[src/rtl/mmlq_pkg.sv]
// Package for the min/max linear quantizer: widths, command codes, sequencer states.
// No dependencies.
package mmlq_pkg;
    localparam int CODE_BITS   = 16;
    localparam int SAMPLE_BITS = 20;
    localparam int MAX_SAMPLES = 1048576;
    localparam int CNT_W       = 21;
    localparam int SUM_W       = 41;
    localparam int SQ_W        = 59;
    localparam int DIV_W       = 64;
    localparam int STEP_W      = 7;
    localparam logic [CODE_BITS-1:0] SPAN = CODE_BITS'((1 << CODE_BITS) - 2);
    localparam logic [CODE_BITS-1:0] HALF = CODE_BITS'((1 << (CODE_BITS - 1)) - 1);
    localparam logic [CODE_BITS-1:0] RSV_SIGNED = CODE_BITS'(1 << (CODE_BITS - 1));

    typedef enum logic [1:0] {
        CMD_CLEAR  = 2'd0,
        CMD_ACCUM  = 2'd1,
        CMD_FINISH = 2'd2,
        CMD_PACK   = 2'd3
    } t_cmd;

    typedef enum logic [3:0] {
        ST_IDLE, ST_MEAN, ST_MEANW, ST_SQ1, ST_SQ2, ST_VAR, ST_VARW,
        ST_ROOT, ST_PACKMUL, ST_PACKDIV, ST_PACKW, ST_OUT
    } t_state;

    typedef struct packed {
        logic [1:0]             command;
        logic [SAMPLE_BITS-1:0] sample;
    } t_in;

    typedef struct packed {
        logic                   result_kind;
        logic [CODE_BITS-1:0]   code;
        logic [SAMPLE_BITS-1:0] stat_min;
        logic [SAMPLE_BITS-1:0] stat_max;
        logic [SAMPLE_BITS-1:0] stat_mean;
        logic [SAMPLE_BITS-1:0] stat_stddev;
        logic [CNT_W-1:0]       sample_count;
        logic                   signed_mode;
        logic [CODE_BITS-1:0]   reserved_code;
        logic                   error;
    } t_out;

    typedef struct packed {
        logic             start;
        logic [DIV_W-1:0] num;
        logic [DIV_W-1:0] den;
    } t_div_req;

    typedef struct packed {
        logic             done;
        logic [DIV_W-1:0] quo;
        logic [DIV_W-1:0] rem;
    } t_div_rsp;
endpackage

[src/rtl/mmlq_sqrt.sv]
// Iterative integer square root, one result bit per cycle over a 64-bit radicand.
// Depends on mmlq_pkg.
module mmlq_sqrt (
    input  logic                  i_clk,
    input  logic                  i_rst_n,
    input  logic                  i_start,
    input  logic [63:0]           i_val,
    output logic                  o_done,
    output logic [31:0]           o_root
);
    import mmlq_pkg::*;
    logic [63:0] r_v, r_res, r_bit, w_t;
    logic        r_busy, r_done;

    assign w_t = r_res + r_bit;

    always_ff @(posedge i_clk) begin
        if (!i_rst_n) begin
            r_busy <= 1'b0;
            r_done <= 1'b0;
        end else begin
            r_done <= 1'b0;
            if (i_start) begin
                r_busy <= 1'b1;
                r_v    <= i_val;
                r_res  <= '0;
                r_bit  <= 64'd1 << 62;
            end else if (r_busy) begin
                if (r_v >= w_t) begin
                    r_v   <= r_v - w_t;
                    r_res <= (r_res >> 1) + r_bit;
                end else begin
                    r_res <= r_res >> 1;
                end
                r_bit <= r_bit >> 2;
                if (r_bit == 64'd1) begin
                    r_busy <= 1'b0;
                    r_done <= 1'b1;
                end
            end
        end
    end

    assign o_done = r_done;
    assign o_root = r_res[31:0];
endmodule

[config.mk]
export PLATFORM = sky130hd
export DESIGN_NAME = mmlq_sqrt
export DESIGN_NICKNAME = d
export VERILOG_FILES = /design/src/rtl/mmlq_pkg.sv /design/src/rtl/mmlq_sqrt.sv
export SDC_FILE = /design/constraint.sdc
export NUM_CORES = 1
export LEC_CHECK = 0
export BUFFER_PORTS_ARGS = -buffer_cell sky130_fd_sc_hd__buf_2
export CORE_ASPECT_RATIO = 1.1
export CORE_MARGIN = 2
export CORE_UTILIZATION = 50
export DETAILED_ROUTE_END_ITERATION = 7
export PLACE_DENSITY = 0.68
export SETUP_SLACK_MARGIN = 0.15
export SYNTH_ARGS = -nofsm -noshare
export SYNTH_HDL_FRONTEND = slang
export SYNTH_SLANG_ARGS = --single-unit
export TNS_END_PERCENT = 30
[constraint.sdc]
create_clock -name i_clk -period 22.8 [get_ports i_clk]
set_clock_uncertainty 0.2 [all_clocks]
set_input_delay 4.56 -clock i_clk [delete_from_list [all_inputs] [get_ports i_clk]]
set_output_delay 4.56 -clock i_clk [all_outputs]
set_load 0.02 [all_outputs]
==> out/results.tsv <==
stage	metric	value	unit
clock_tree	htreeDepth	4	
placement	port_buffers	99	
cells_and_area	diodes	0	
timing	hold_viol	0	
placement	hpwl	31.6	mm
hold_path	hold_class	flop to flop	
critical_path	r2r_setup_slack	15.09	ns
routing	wl	41.8	mm
synthesis	synth_area_leaders	edfxtp_1 (32%), ha_1 (11%), o21ai_0 (5.3%), xnor2_1 (5.1%), xor2_1 (4.8%)	
timing	max_clock_freq	130	MHz
synthesis	synthFlopType	edfxtp_1	
die	start_util	50.8	%
clock_tree	root_buffer	clkbuf_16	
routing	drt_iter0_drc	1417	
timing	slew_headroom	33.3	%
power	finalPower	1380	uW
timing	period_share	33.8	%
timing	drv_slew	0	
timing	worst_hold_slack	0.318	ns
critical_path	path_class	flop to flop	
synthesis	synth_cells	1735	
clock_tree	post_cts_resized	0	
synthesis	synth_top_cell_by_area	edfxtp_1	
synthesis	synth_top_area_share	32.0	%
cells_and_area	fin_nets	1955	
die	pin_count	100	
timing	tightestPinTransition	1.00	ns
hold_path	min_to	o_done$_SDFF_PP0_	
critical_path	cp-start-kind	flop	
cells_and_area	mostFrequentLayoutCell	nand2_1	
synthesis	yosysUniqueCellTypes	81	
timing	rsz0062_at_grt	no	
power	pwr_density_cell	85.3	nW/um2
critical_path	r2r_start	r_res[2]$_SDFFCE_PP0P_	
critical_path	cp.required	22.80	ns
die	die_area	31500	um2
cells_and_area	syn_to_final_growth	7.33	%
clock_tree	cts.sinks	162	
die	die_y	186	um
grt	track_usage	26.5	%
critical_path	reg2reg_depth	23	
synthesis	ys_ff_latch	162	
clock_tree	ctsHoldBuffers	0	
grt	grt_pass1_wl	65.7	mm
routing	ant_nets	0	
status	status	completed	
clock_tree	cts_tree	yes	
hold_path	hold_depth	1	
clock_tree	clock_latency	0.44	ns
timing	finalSetupViolations	0	
critical_path	rr_endpoint	r_res[55]$_SDFFCE_PP0P_	
cells_and_area	n_fill_cell	2774	
synthesis	synth-edff-count	160	
synthesis	yosysSeqAreaShare	32.2	%
clock_tree	clk_pin_slew	0.08	ns
clock_tree	max-clock-path-buffers	2	
routing	dr.pass1.iters	7	
routing	via_count	13300	
cells_and_area	drive_gt1_share	11.0	%
grt	grt_max_degree	83	
routing	viasPerCell	6.21	
synthesis	yosysWarnings	0	
power	max-vdd-ir-drop	53.9	uV
grt	antenna_found_initial	0	
timing	tns	0	ns
die	core	29600	um2
synthesis	syn_avg_cell_area	8.66	um2
placement	routabilityCongestion	0.993	
critical_path	end_kind	flop	
clock_tree	cts_buffers	17	
flow_run	drv_cap	0	
die	rows	66	
critical_path	cp.arrival	7.71	ns
die	die-width	169	um
synthesis	async_flop_share	0	%
hold_path	min_from	r_busy$_SDFF_PN0_	
cells_and_area	layout_common_cells	nand2_1 (181), o21ai_0 (160), edfxtp_1 (160)	
synthesis	synth_area	15000	um2
synthesis	synth_nets	1933	
critical_path	crit_fanout	51	
routing	wl_per_cell	19.5	um
routing	drc_errors	0	
timing	layout_min_cycle_time	7.71	ns
grt	gr-total-overflow	0	
clock_tree	cts_setup_buffers	0	
power	leakage	0.00616	uW
grt	grt_pass1_vias	12400	
## how the worst max path moves through the flow
| stage | from | end | slack, ns | cells past startpoint |
|---|---|---|---|---|
| floorplan | i_start | r_v[0]$_DFFE_PP_ | 13.67 | 4 |
| global placement | r_res[2]$_SDFFCE_PP0P_ | r_res[55]$_SDFFCE_PP0P_ | 15.31 | 23 |
| detailed placement | r_res[2]$_SDFFCE_PP0P_ | r_res[55]$_SDFFCE_PP0P_ | 15.20 | 23 |
| CTS | r_res[2]$_SDFFCE_PP0P_ | r_res[55]$_SDFFCE_PP0P_ | 15.15 | 23 |
| global route | r_bit[0]$_SDFFCE_PP0P_ | r_res[55]$_SDFFCE_PP0P_ | 14.65 | 24 |
| finish | r_res[2]$_SDFFCE_PP0P_ | r_res[55]$_SDFFCE_PP0P_ | 15.09 | 23 |
## through the flow
stage,std cells,util (%),instance area [um2],worst slack [ns]
5_1_grt,2144,54.6,16100,14.65
3_3_place_gp,2112,52.6,15500,15.31
3_5_place_dp,2112,52.6,15500,15.20
2_1_floorplan,1735,-,15000,13.67
6_report,2144,54.6,16100,15.09
4_1_cts,2144,54.6,16100,15.15
## registers in the layout, summed over array words and instances, names as in the netlist
register,cells
r_res,64
r_v,64
r_bit,32
o_done,1
r_busy,1
## area by class of cell
type	count	area, um2	share of cell area [%]
Inverter	39	148	0.915
Tap cell	374	468	2.90
Sequential cell	162	4840	30.0
Timing Repair Buffer	105	547	3.39
Clock buffer	18	439	2.72
Multi-Input combinational cell	1432	9530	59.1
Clock inverter	14	156	0.970
## synthesized netlist by cell type, types with 5 or more instances
master,count
nand2_1,181
edfxtp_1,160
o21ai_0,160
nor2_1,146
ha_1,130
a21oi_1,120
xnor2_1,87
xor2_1,82
a31oi_1,65
clkbuf_1,57
nor2b_1,53
a21o_1,45
inv_1,38
nand4_1,36
buf_4,34
nand3_1,34
o21bai_1,31
nor3_1,28
a211oi_1,25
a31o_2,17
and2_1,15
and3_1,14
nor4_1,14
or3_1,11
buf_2,10
o21a_1,10
o31ai_1,10
nand2b_1,9
o211ai_1,7
a21boi_0,6
o21ai_1,6
mux2i_1,5
or2_2,5
## per-layer routing
layer | wire length [um] | part of all wire, % | track usage, %
met1 | 19500 | 47 | 37.4
met2 | 18500 | 44 | 42.0
met3 | 2870 | 6.8 | 3.55
met4 | 1060 | 2.5 | 8.65
met5 | 0 | 0 | 0
## power breakdown
group / switching, uW / leakage (uW) / internal, uW
Clock: 147 / 0.000290 / 151
Sequential: 41.3 / 0.00156 / 383
Combinational: 400 / 0.00431 / 254
Total: 589 / 0.00616 / 788
## cells by family (layout without fill, tap and decap cells)
kind of cell	after synthesis	after routing	synth area share, %
and+or+nand+nor	563	563	17.9
AOI/OAI and AO/OA	560	560	24.0
xor gates and xnor gates	169	169	9.85
DFF	162	162	32.2
buffers and inverters	141	176	4.45
adders and majority gates	131	131	11.0
muxes	9	9	0.633
## worst max-delay path: stages, from the launching register on
cell and delay [ns]:
edfxtp_1 0.49, ha_1 0.38, a31o_2 0.19, a31oi_1 0.14, o21ai_0 0.70, a21oi_1 0.32, o21ai_0 0.60, a31oi_1 0.25
inv_1 0.10, a31oi_1 0.10, xor2_1 0.17, ha_1 0.37, a21o_1 0.20, o21bai_1 0.18, o21bai_1 0.34, a21o_1 0.25
a21oi_1 0.37, o32ai_1 0.17, buf_4 0.23, nor2_2 0.16, buf_4 0.44, inv_2 0.48, o21ai_0 0.22, mux2_2 0.35
No activity file was read; power rests on OpenSTA's default activity.
