<file path="src/rtl/mmlq_pkg.sv">
// Package for the min/max linear quantizer: widths, command codes, sequencer states.
// No dependencies.
package mmlq_pkg;
    localparam int CODE_BITS   = 16;
    localparam int SAMPLE_BITS = 20;
    localparam int MAX_SAMPLES = 1048576;
    localparam int CNT_W       = 21;
    localparam int SUM_W       = 41;
    localparam int SQ_W        = 59;
    localparam int DIV_W       = 64;
    localparam int STEP_W      = 7;
    localparam logic [CODE_BITS-1:0] SPAN = CODE_BITS'((1 << CODE_BITS) - 2);
    localparam logic [CODE_BITS-1:0] HALF = CODE_BITS'((1 << (CODE_BITS - 1)) - 1);
    localparam logic [CODE_BITS-1:0] RSV_SIGNED = CODE_BITS'(1 << (CODE_BITS - 1));

    typedef enum logic [1:0] {
        CMD_CLEAR  = 2'd0,
        CMD_ACCUM  = 2'd1,
        CMD_FINISH = 2'd2,
        CMD_PACK   = 2'd3
    } t_cmd;

    typedef enum logic [3:0] {
        ST_IDLE, ST_MEAN, ST_MEANW, ST_SQ1, ST_SQ2, ST_VAR, ST_VARW,
        ST_ROOT, ST_PACKMUL, ST_PACKDIV, ST_PACKW, ST_OUT
    } t_state;

    typedef struct packed {
        logic [1:0]             command;
        logic [SAMPLE_BITS-1:0] sample;
    } t_in;

    typedef struct packed {
        logic                   result_kind;
        logic [CODE_BITS-1:0]   code;
        logic [SAMPLE_BITS-1:0] stat_min;
        logic [SAMPLE_BITS-1:0] stat_max;
        logic [SAMPLE_BITS-1:0] stat_mean;
        logic [SAMPLE_BITS-1:0] stat_stddev;
        logic [CNT_W-1:0]       sample_count;
        logic                   signed_mode;
        logic [CODE_BITS-1:0]   reserved_code;
        logic                   error;
    } t_out;

    typedef struct packed {
        logic             start;
        logic [DIV_W-1:0] num;
        logic [DIV_W-1:0] den;
    } t_div_req;

    typedef struct packed {
        logic             done;
        logic [DIV_W-1:0] quo;
        logic [DIV_W-1:0] rem;
    } t_div_rsp;
endpackage

</file>
<file path="src/rtl/mmlq_div.sv">
// Shared restoring divider, one quotient bit per cycle, 64-bit unsigned operands.
// Depends on mmlq_pkg.
module mmlq_div (
    input  logic               i_clk,
    input  logic               i_rst_n,
    input  mmlq_pkg::t_div_req i_req,
    output mmlq_pkg::t_div_rsp o_rsp
);
    import mmlq_pkg::*;
    logic [DIV_W-1:0]  r_quo, r_den, n_quo;
    logic [DIV_W:0]    r_rem, n_rem, w_sh;
    logic [STEP_W-1:0] r_cnt;
    logic              r_busy, r_done;

    always_comb begin
        w_sh  = {r_rem[DIV_W-1:0], r_quo[DIV_W-1]};
        n_quo = {r_quo[DIV_W-2:0], 1'b0};
        n_rem = w_sh;
        if (w_sh >= {1'b0, r_den}) begin
            n_rem    = w_sh - {1'b0, r_den};
            n_quo[0] = 1'b1;
        end
    end

    always_ff @(posedge i_clk) begin
        if (!i_rst_n) begin
            r_busy <= 1'b0;
            r_done <= 1'b0;
            r_cnt  <= '0;
        end else begin
            r_done <= 1'b0;
            if (i_req.start) begin
                r_busy <= 1'b1;
                r_cnt  <= '0;
                r_quo  <= i_req.num;
                r_den  <= i_req.den;
                r_rem  <= '0;
            end else if (r_busy) begin
                r_quo <= n_quo;
                r_rem <= n_rem;
                r_cnt <= r_cnt + 1'b1;
                if (r_cnt == STEP_W'(DIV_W - 1)) begin
                    r_busy <= 1'b0;
                    r_done <= 1'b1;
                end
            end
        end
    end

    assign o_rsp.done = r_done;
    assign o_rsp.quo  = r_quo;
    assign o_rsp.rem  = r_rem[DIV_W-1:0];
endmodule

</file>
<file path="config.mk">
export PLATFORM = sky130hd
export DESIGN_NAME = mmlq_div
export DESIGN_NICKNAME = d
export VERILOG_FILES = /design/src/rtl/mmlq_pkg.sv /design/src/rtl/mmlq_div.sv
export SDC_FILE = /design/constraint.sdc
export NUM_CORES = 1
export LEC_CHECK = 0
export ABC_CLOCK_PERIOD_IN_PS = 5000
export BUFFER_PORTS_ARGS = -buffer_cell sky130_fd_sc_hd__buf_2
export CORE_UTILIZATION = 56
export CTS_CLUSTER_SIZE = 14
export DETAILED_ROUTE_END_ITERATION = 8
export MAX_ROUTING_LAYER = met4
export PLACE_DENSITY = 0.93
export SYNTH_ARGS = -nofsm -noshare
export SYNTH_HDL_FRONTEND = slang
export SYNTH_SLANG_ARGS = --single-unit
export TNS_END_PERCENT = 100
</file>
<file path="constraint.sdc">
create_clock -name i_clk -period 5 [get_ports i_clk]
set_input_delay 0.75 -clock i_clk [delete_from_list [all_inputs] [get_ports i_clk]]
set_output_delay 0.75 -clock i_clk [all_outputs]
set_load 0.1 [all_outputs]
</file>
==> results of run 1 <==
## worst max-delay path, cell delays in order (launching register included)
cell and delay [ns]:
edfxtp_1 0.40, inv_1 0.07, ha_1 0.16, inv_1 0.05, fa_1 0.42, a21oi_1 0.31, o22ai_1 0.13, o211ai_1 0.36
nand3_1 0.25, a211oi_1 0.72, o21ai_0 0.33, o211ai_1 0.26, a2111oi_0 0.13, a211o_1 0.29
## power by group
group	switching (W)	internal [W]	total, W
combinational	0.00146	0.000569	0.00203
clock	0.000720	0.00119	0.00191
sequential	0.0000912	0.00203	0.00212
total	0.00227	0.00379	0.00606
## kinds of logic after synthesis
group           count (synthesis)  synth area share, %
compound gates                317                 17.0
xor+xnor                       53                 3.87
fa+ha+maj                      66                 6.94
buf+inv                       139                 4.68
flops                         201                 49.5
mux                            69                 6.42
simple gates                  293                 11.6
## synthesized netlist by cell type, types with 6 or more instances
master and number:
a211oi_1 26, a21o_1 33, a21oi_1 109, a22o_1 7, a31oi_1 6, buf_2 14
clkbuf_1 30, dfxtp_1 9, edfxtp_1 192, ha_1 65, inv_1 86, mux2_2 64
nand2_1 116, nand2b_1 9, nand3_1 19, nand4_1 20, nor2_1 66, nor2b_1 7
nor3_1 7, nor4_1 6, o211ai_1 12, o21a_1 11, o21ai_0 50, o21bai_1 13
or3_1 12, xnor2_1 32, xor2_1 21
## flip-flops by register name (all words and copies together), names as in the netlist
register  cells
r_busy        1
r_cnt         7
r_rem        64
r_quo        64
r_done        1
r_den        64
## cells in the final DEF (no fill, tap or decap), types with 7 or more instances in the layout
| cell | Yosys | layout |
|---|---|---|
| ha_1 | 65 | 65 |
| dfxtp_1 | 9 | 9 |
| o21ai_0 | 50 | 50 |
| o21a_1 | 11 | 10 |
| a22o_1 | 7 | 7 |
| nor3_1 | 7 | 7 |
| nand2b_1 | 9 | 9 |
| a21oi_1 | 109 | 109 |
| nand4_1 | 20 | 20 |
| buf_2 | 14 | 258 |
| nor2_1 | 66 | 66 |
| o21bai_1 | 13 | 13 |
| clkbuf_16 | 0 | 23 |
| xor2_1 | 21 | 21 |
| xnor2_1 | 32 | 32 |
| a21o_1 | 33 | 33 |
| nor2b_1 | 7 | 7 |
| inv_1 | 86 | 85 |
| nand3_1 | 19 | 19 |
| nand2_1 | 116 | 115 |
| a211oi_1 | 26 | 26 |
| o211ai_1 | 12 | 12 |
| mux2_2 | 64 | 64 |
| edfxtp_1 | 192 | 192 |
| or3_1 | 12 | 12 |
## stage by stage
step                util, %  instance area (um^2)  hold WS [ns]  setup slack, ns  power (W)
finish                 68.3                 14400         0.387            0.874    0.00606
global placement       64.2                 13500         0.470             1.10    0.00411
detailed placement     64.2                 13500         0.479             1.04    0.00414
global route           68.3                 14400         0.378            0.532    0.00627
floorplan                 -                 12000         0.458            0.351    0.00373
CTS                    68.3                 14400         0.374             1.03    0.00606
## routing by layer
layer | part of all wire [%] | track usage (%) | vias to the layer above
met5 | 0 | - | -
met4 | 4.8 | 14.6 | 0
met3 | 8.3 | 5.06 | 102
met2 | 49 | 52.9 | 536
met1 | 38 | 35.9 | 4756
li1 | - | - | 4705
## final timing paths
path              from        end  cells after the start
max          r_quo[63]  r_rem[60]                     13
max reg2reg  r_quo[63]  r_rem[60]                     13
min reg2reg   r_cnt[6]   r_cnt[6]                      2
min           i_req[6]   r_den[6]                      1
## area by class of cell
class                      count  share of cell area [%]
multi-input combinational    798                    38.3
sequential                   201                    41.4
clock buffer                  30                    4.61
clock inverter                12                    1.39
antenna                        3                  0.0523
timing repair buffer         266                    9.58
inverter                      86                    2.25
tap                          275                    2.40
==> qor.txt, run 1 <==
run status = complete, no violations
non-filler cells, final = 1,671
sequential area share after synthesis = 49.5%
Synth-to-Final Area Change = 19.7%
largest net degree at the start of global routing = 133
Relative slew margins = 26.4%
final hold vios = 0
Hold Path Class = in2reg
setup TNS = 0 ns
crit share post-route = 82.5%
DRT iter0 DRCs = 669
IO Pins = 260
Pre-antenna DRT Iters = 5
critical-path maximum fanout = 4
Slew @ Worst Pin = 1.10 ns
Routed wire per std cell = 20.2 um
Final setup viols = 0
Power Density = 422 mW/mm^2
Critical Path RT = 5.28 ns
fillcell total = 1,537
Synth Register Bits = 201
Clock transition at path regs = 0.06 ns
final wirelength = 33.8 mm
DP HPWL = 24.5 mm
Hold-fix buffers, CTS = 0
Startpoint Class = flip-flop
Resized cells post-CTS = 0
Max-cap violations = 0
global-route wire length before repair = 51.6 mm
clock skew = 0.0115 ns
clock tree buffer depth = 3
syn nets = 1,335
share of cells above drive strength 1 = 27.7%
Leak Pwr = 6.07 nW
Netlist cell types = 67
post-CTS setup buffers = 0
vias post-DR = 10,099
input/output buffers = 259
crit path DAT = 4.41 ns
Post-Syn Instances = 1,138
r2r setup slk = 0.87 ns
gr usage total = 31.1%
Sequential Area = 0.00595 mm^2
Die Y = 148 um
post-layout min period = 4.13 ns
die width = 148 um
die area = 0.0220 mm^2
Core ar. = 0.0210 mm^2
total CTS buffers = 23
Antenna Nets Post-Route = 0
Most used DFF post-synth = edfxtp_1
root buf cell = clkbuf_16
TritonCTS clock tree = built
post-synth top area share = 48.0%
Synth warnings = 0
Max Freq = 242 MHz
Clk Latency, worst-skew pair = 0.54 ns
VDD IR-drop max = 0.338 mV
dominant cells by area after synthesis = edfxtp_1 (48%), ha_1 (6.8%), mux2_2 (6.0%)
RSZ-0062 raised after global routing = false
vias in the first global route = 9,893
Max Slew Vio Count = 0
area leader, netlist = edfxtp_1
DR vias/cell = 6.04
initial antenna violation count = 3
GR Overflow Total = 0
# placed instances = 1,626
# rows = 53
CP endpoint kind = flip-flop
H-tree depth = 1
area of the multi-input gates = 0.00551 mm^2
Remaining DRCs = 0
Nets = 1,573
Starting Density = 57.1%
Mapped Area = 0.0120 mm^2
clk sinks = 201
Async SR Flop Fraction = 0%
GP Congestion = 0.970
Mean Syn Cell Area = 10.5 um^2
WS Path Type = reg2reg
EDFF count, synth = 192
(Power assumes the default switching activity.)
==> run 2: changes to the inputs <==
--- a/config.mk
+++ b/config.mk
@@ -5,13 +5,13 @@
 export SDC_FILE = /design/constraint.sdc
 export NUM_CORES = 1
 export LEC_CHECK = 0
-export ABC_CLOCK_PERIOD_IN_PS = 5000
+export ABC_CLOCK_PERIOD_IN_PS = 3500
 export BUFFER_PORTS_ARGS = -buffer_cell sky130_fd_sc_hd__buf_2
-export CORE_UTILIZATION = 56
+export CORE_UTILIZATION = 50
 export CTS_CLUSTER_SIZE = 14
 export DETAILED_ROUTE_END_ITERATION = 8
 export MAX_ROUTING_LAYER = met4
-export PLACE_DENSITY = 0.93
+export PLACE_DENSITY = 0.88
 export SYNTH_ARGS = -nofsm -noshare
 export SYNTH_HDL_FRONTEND = slang
 export SYNTH_SLANG_ARGS = --single-unit
==> constraint.sdc (replaced) <==
create_clock -name i_clk -period 3.5 [get_ports i_clk]
set_input_delay 0.525 -clock i_clk [delete_from_list [all_inputs] [get_ports i_clk]]
set_output_delay 0.525 -clock i_clk [all_outputs]
set_load 0.1 [all_outputs]
==> run 2 against run 1 <==
  * Total power is 40% higher
  * Utilization is 6.0 points lower
  * Critical path type unchanged
  * Count of clock-buffer cells in the layout is 2 lower
  * Combinational power is 48% higher
  * Worst hold slack worse by 0.23 ns
  * Clock skew is 0.0037 ns higher
  * Fmax is 22% higher
  * Sequential power is 42% higher
  * Die area is 12% higher
  * Highest routed layer unchanged
==> qor.txt, run 2 (synthesis results as in run 1) <==
gr usage total = 27.8%
vias post-DR = 10,230
area of the multi-input gates = 0.00567 mm^2
clock tree buffer depth = 3
Remaining DRCs = 0
Max Freq = 296 MHz
initial antenna violation count = 3
setup ws final = 0.117 ns
most common cell after layout, fill and taps aside = buf_2
Hold-fix buffers, CTS = 0
most frequent CP cell = o211ai_1
DR vias/cell = 5.89
Synth-to-Final Area Change = 22.3%
Core ar. = 0.0235 mm^2
Pre-antenna DRT Iters = 7
TritonCTS clock tree = built
Nets = 1,594
slowest cell on the critical path = edfxtp_1
final hold vios = 0
run status = complete, no violations
biggest regs = r_den (64), r_quo (64), r_rem (64)
Clock transition at path regs = 0.06 ns
Final Util = 62.4%
VDD IR-drop max = 0.514 mV
root buf cell = clkbuf_16
die area = 0.0246 mm^2
Clk Latency, worst-skew pair = 0.54 ns
non-filler cells, final = 1,737
Die Y = 157 um
worst reg2reg path depth = 10
r2r setup slk = 0.12 ns
GP Congestion = 0.956
Final setup viols = 0
DP HPWL = 25.2 mm
crit share post-route = 96.7%
Max-cap violations = 0
# placed instances = 1,689
Final Cell Area = 0.0147 mm^2
fillcell total = 1,913
GR Overflow Total = 0
Max Slew Vio Count = 0
Worst Setup SP = r_rem[6]
Antenna Nets Post-Route = 0
H-tree depth = 1
pre-CTS WS = 0.0962 ns
Relative slew margins = 43.8%
CP endpoint kind = flip-flop
DRT iter0 DRCs = 667
Hold Path Class = in2reg
placed cell areas = 0.0138 mm^2
Leak Pwr = 6.15 nW
largest net degree at the start of global routing = 70
Routed wire per std cell = 19.5 um
Critical Path RT = 3.80 ns
Worst Setup EP = r_rem[60]
CP max stage delay = 0.43 ns
Critical R2R Launch = r_rem[6]
share of cells above drive strength 1 = 30.1%
# rows = 56
global-route wire length before repair = 51.7 mm
clock skew = 0.0152 ns
total CTS buffers = 24
vias in the first global route = 10,078
leading cell types in the layout, fill and taps excluded = buf_2 (258), edfxtp_1 (192), nand2_1 (115)
Sequential Area = 0.00595 mm^2
Power Density = 577 mW/mm^2
IO Pins = 260
die width = 157 um
final wirelength = 33.8 mm
Startpoint Class = flip-flop
crit path cell chain = ha_1 > a211oi_2 > o211ai_1 > o211ai_1 > nand3_2 > a211oi_4 > o21ai_2 > o211ai_1 > a2111oi_0 > a211o_1
critical-path maximum fanout = 7
crit path DAT = 3.68 ns
Slew @ Worst Pin = 0.843 ns
WS Path Type = reg2reg
post-layout min period = 3.38 ns
input/output buffers = 259
Starting Density = 51.0%
clk sinks = 201
Reg2Reg Capture Point = r_rem[60]
-- run 2: cell count changes in the layout (fill, tap and decap cells not counted), moves of 5 or more --
| cell | change |
|---|---|
| a21oi_1 | -6 |
| a21oi_2 | +6 |
| buf_4 | +17 |
| clkbuf_8 | -6 |
| ha_1 | -6 |
| ha_4 | +5 |
-- run 2: worst min path at each step --
stage          startpoint        end  cells past startpoint
2_1_floorplan    r_cnt[5]   r_cnt[5]                      2
3_3_place_gp     r_cnt[5]   r_cnt[5]                      2
3_5_place_dp     r_cnt[5]   r_cnt[5]                      2
4_1_cts         i_req[57]  r_den[57]                      1
5_1_grt         i_req[57]  r_den[57]                      1
6_report        i_req[57]  r_den[57]                      1
-- run 2: timing repair --
| item | 4_1_cts | 5_1_grt |
|---|---|---|
| endpoints found under the setup margin | 0 | 15 |
| resized for setup | 0 | 11 |
| setup buffers | 0 | 1 |
-- run 2: area by class of cell --
| cell class | instances | share of cell area, % |
|---|---|---|
| diodes | 3 | 0.0511 |
| clock buffers | 28 | 4.19 |
| clock inverters | 16 | 1.06 |
| inverters | 86 | 2.20 |
| multi-input cells | 798 | 38.6 |
| flip-flops and latches | 201 | 40.5 |
| well taps | 319 | 2.72 |
| repair buffers | 286 | 10.7 |
-- run 2: layer usage --
| metal | vias to the layer above | routed length (um) | GRT usage (%) |
|---|---|---|---|
| li1 | 4751 | - | - |
| met1 | 4817 | 13000 | 32.2 |
| met2 | 548 | 16300 | 46.8 |
| met3 | 114 | 3020 | 6.03 |
| met4 | 0 | 1410 | 11.2 |
| met5 | - | 0 | - |
-- run 2: per-stage QoR --
step                power (W)  hold WS [ns]  setup TNS (ns)
global route          0.00879         0.142         -0.0252
detailed placement    0.00600         0.486               0
CTS                   0.00844         0.136               0
finish                0.00847         0.156               0
floorplan             0.00536         0.458               0
global placement      0.00595         0.469               0
-- run 2: critical path: cells and delay by family (launching register included) --
family,cells,cell delay (ns)
and+or+nand+nor,1,0.22
DFF,1,0.43
adders and majority gates,1,0.43
AOI/OAI and AO/OA,8,2.07
-- run 2: report_power, final --
part           total, W  switching [W]  internal [W]
clock           0.00244        0.00102       0.00141
sequential      0.00302       0.000127       0.00290
combinational   0.00301        0.00213      0.000879
total           0.00847        0.00328       0.00519
==> run 3: changes to the inputs <==
--- a/config.mk
+++ b/config.mk
@@ -7,11 +7,13 @@
 export LEC_CHECK = 0
 export ABC_CLOCK_PERIOD_IN_PS = 3500
 export BUFFER_PORTS_ARGS = -buffer_cell sky130_fd_sc_hd__buf_2
-export CORE_UTILIZATION = 50
+export CELL_PAD_IN_SITES_DETAIL_PLACEMENT = 1
+export CELL_PAD_IN_SITES_GLOBAL_PLACEMENT = 1
+export CORE_UTILIZATION = 25
 export CTS_CLUSTER_SIZE = 14
 export DETAILED_ROUTE_END_ITERATION = 8
 export MAX_ROUTING_LAYER = met4
-export PLACE_DENSITY = 0.88
+export PLACE_DENSITY = 0.65
 export SYNTH_ARGS = -nofsm -noshare
 export SYNTH_HDL_FRONTEND = slang
 export SYNTH_SLANG_ARGS = --single-unit
==> constraint.sdc (replaced) <==
create_clock -name i_clk -period 3.5 [get_ports i_clk]
set_input_delay 0.175 -clock i_clk [delete_from_list [all_inputs] [get_ports i_clk]]
set_output_delay 0.175 -clock i_clk [all_outputs]
set_load 0.1 [all_outputs]
==> run 3 against run 2 <==
  * Sequential share of layout area down 4.9 points
  * Clock skew up 0.0044 ns
  * Worst hold slack lost 0.071 ns
  * Total power up 6.3%
  * Die area is 99% higher
  * Cell count rose by 27%
  * Wire length is 27% higher
  * Final area is 14% higher
  * Clock power is 11% higher
  * Global-route usage fell by 10 points
  * Non-clock buffer count up 168
  * Critical path type unchanged
  * Critical endpoint is now r_rem[25]
  * Largest cell class unchanged
==> qor.txt, run 3 (synthesis results as in run 1) <==
run status = complete, no violations
Core ar. = 0.0470 mm^2
Max-cap violations = 0
largest net degree at the start of global routing = 77
Final setup viols = 0
IO Pins = 260
Worst Hold Depth = 2
Critical R2R Launch = r_rem[15]
worst reg2reg path depth = 12
Starting Density = 25.6%
critical-path maximum fanout = 27
Power, Total = 0.00900 W
crit path cell chain = ha_2 > nand4_1 > nor4_2 > nand2_1 > or3_1 > o21ai_0 > a21oi_2 > nand2_2 > buf_8 > buf_4 > nor2_1 > a211oi_1
Remaining DRCs = 0
Hold Path Class = in2reg
GR Overflow Total = 0
final wirelength = 42.8 mm
initial antenna violation count = 5
Relative slew margins = 55.6%
Power Density = 538 mW/mm^2
DR vias/cell = 4.84
WS Path Type = reg2reg
H-tree depth = 1
Final Util = 35.6%
area of the multi-input gates = 0.00570 mm^2
# placed instances = 2,012
final hold slack = 0.0849 ns
global-route wire length before repair = 66.4 mm
total CTS buffers = 26
post-layout min period = 3.34 ns
Worst Setup EP = r_rem[25]
DRT iter0 DRCs = 482
Routed wire per std cell = 19.5 um
Antenna Nets Post-Route = 0
Sequential Area = 0.00595 mm^2
die area = 0.0489 mm^2
vias in the first global route = 11,726
most common cell after layout, fill and taps aside = buf_2
clock skew = 0.0196 ns
Max Freq = 299 MHz
Critical Path RT = 3.84 ns
non-filler cells, final = 2,199
share of cells above drive strength 1 = 30.1%
clock tree buffer depth = 3
final hold vios = 0
setup TNS = 0 ns
Reg2Reg Capture Point = r_rem[25]
Synth-to-Final Area Change = 39.3%
die width = 221 um
CP endpoint kind = flip-flop
slowest cell on the critical path = ha_2
vias post-DR = 10,647
Die Y = 221 um
gr usage total = 17.6%
# rows = 79
Pre-antenna DRT Iters = 5
Clk Latency, worst-skew pair = 0.56 ns
RSZ-0062 raised after global routing = false
Nets = 1,764
clk sinks = 201
TritonCTS clock tree = built
biggest regs = r_den (64), r_quo (64), r_rem (64)
root buf cell = clkbuf_16
Clock transition at path regs = 0.06 ns
Max Slew Vio Count = 0
crit share post-route = 95.5%
Startpoint Class = flip-flop
input/output buffers = 259
VDD IR-drop max = 0.313 mV
Slew @ Worst Pin = 0.665 ns
DP HPWL = 31.6 mm
fillcell total = 5,327
GP Congestion = 0.902
crit path DAT = 3.68 ns
Leak Pwr = 6.91 nW
CP max stage delay = 0.43 ns
leading cell types in the layout, fill and taps excluded = buf_2 (258), edfxtp_1 (192), dlygate4sd3_1 (129)
Worst Setup SP = r_rem[15]
r2r setup slk = 0.16 ns
-- run 3: cell count changes in the layout (fill, tap and decap cells not counted), moves of 3 or more --
cell | previous run | this run
ha_2 | 1 | 4
clkinv_1 | 4 | 1
buf_4 | 23 | 63
clkbuf_8 | 0 | 6
dlygate4sd3_1 | 0 | 129
ha_1 | 59 | 56
-- run 3: layer usage --
metal / track usage, % / vias up / routed length, um
li1: - / 5093 / -
met1: 20.8 / 5197 / 18600
met2: 30.6 / 295 / 20900
met3: 3.49 / 62 / 2160
met4: 4.35 / 0 / 1130
met5: - / - / 0
-- run 3: critical path, delay by kind of cell, from the launching register on --
| family | cells | cell delay, ns |
|---|---|---|
| fa+ha+maj | 1 | 0.43 |
| simple gates | 6 | 1.18 |
| flops | 1 | 0.42 |
| compound gates | 3 | 0.65 |
| buf+inv | 2 | 0.44 |
-- run 3: area by class of cell --
class | count | share of cell area (%)
tap | 607 | 4.54
timing repair buffer | 454 | 18.7
clock inverter | 11 | 0.584
antenna | 5 | 0.0748
clock buffer | 37 | 4.50
multi-input combinational | 798 | 34.1
inverter | 86 | 1.93
sequential | 201 | 35.6
-- run 3: per-stage QoR --
| step | instance area [um^2] | setup WS [ns] |
|---|---|---|
| floorplan | 12100 | 0.000256 |
| global placement | 14400 | 0.0146 |
| detailed placement | 14400 | -0.0521 |
| CTS | 16600 | 0.0201 |
| global route | 16700 | 0.00444 |
| finish | 16700 | 0.157 |
-- run 3: what timing repair did --
item / in CTS / in global routing
setup endpoints to repair: 4 / 19
pin swaps: 1 / 4
gates resized for setup: 5 / 20
setup buffers: 2 / 3
endpoints found under the hold margin: 130 / 0
hold buffers: 129 / 0
-- run 3: worst min-delay path by stage --
stage               slack (ns)         to        from
floorplan                 0.27   r_den[0]    i_req[0]
global placement          0.35  r_den[40]   i_req[40]
detailed placement        0.35  r_den[46]   i_req[46]
CTS                       0.06  r_rem[36]  i_req[128]
global route              0.08  r_rem[36]  i_req[128]
finish                    0.08  r_rem[36]  i_req[128]
-- run 3: report_power, final --
part	switching, W	total (W)	internal [W]
sequential	0.000126	0.00302	0.00290
combinational	0.00224	0.00328	0.00104
clock	0.00113	0.00270	0.00157
total	0.00349	0.00900	0.00551
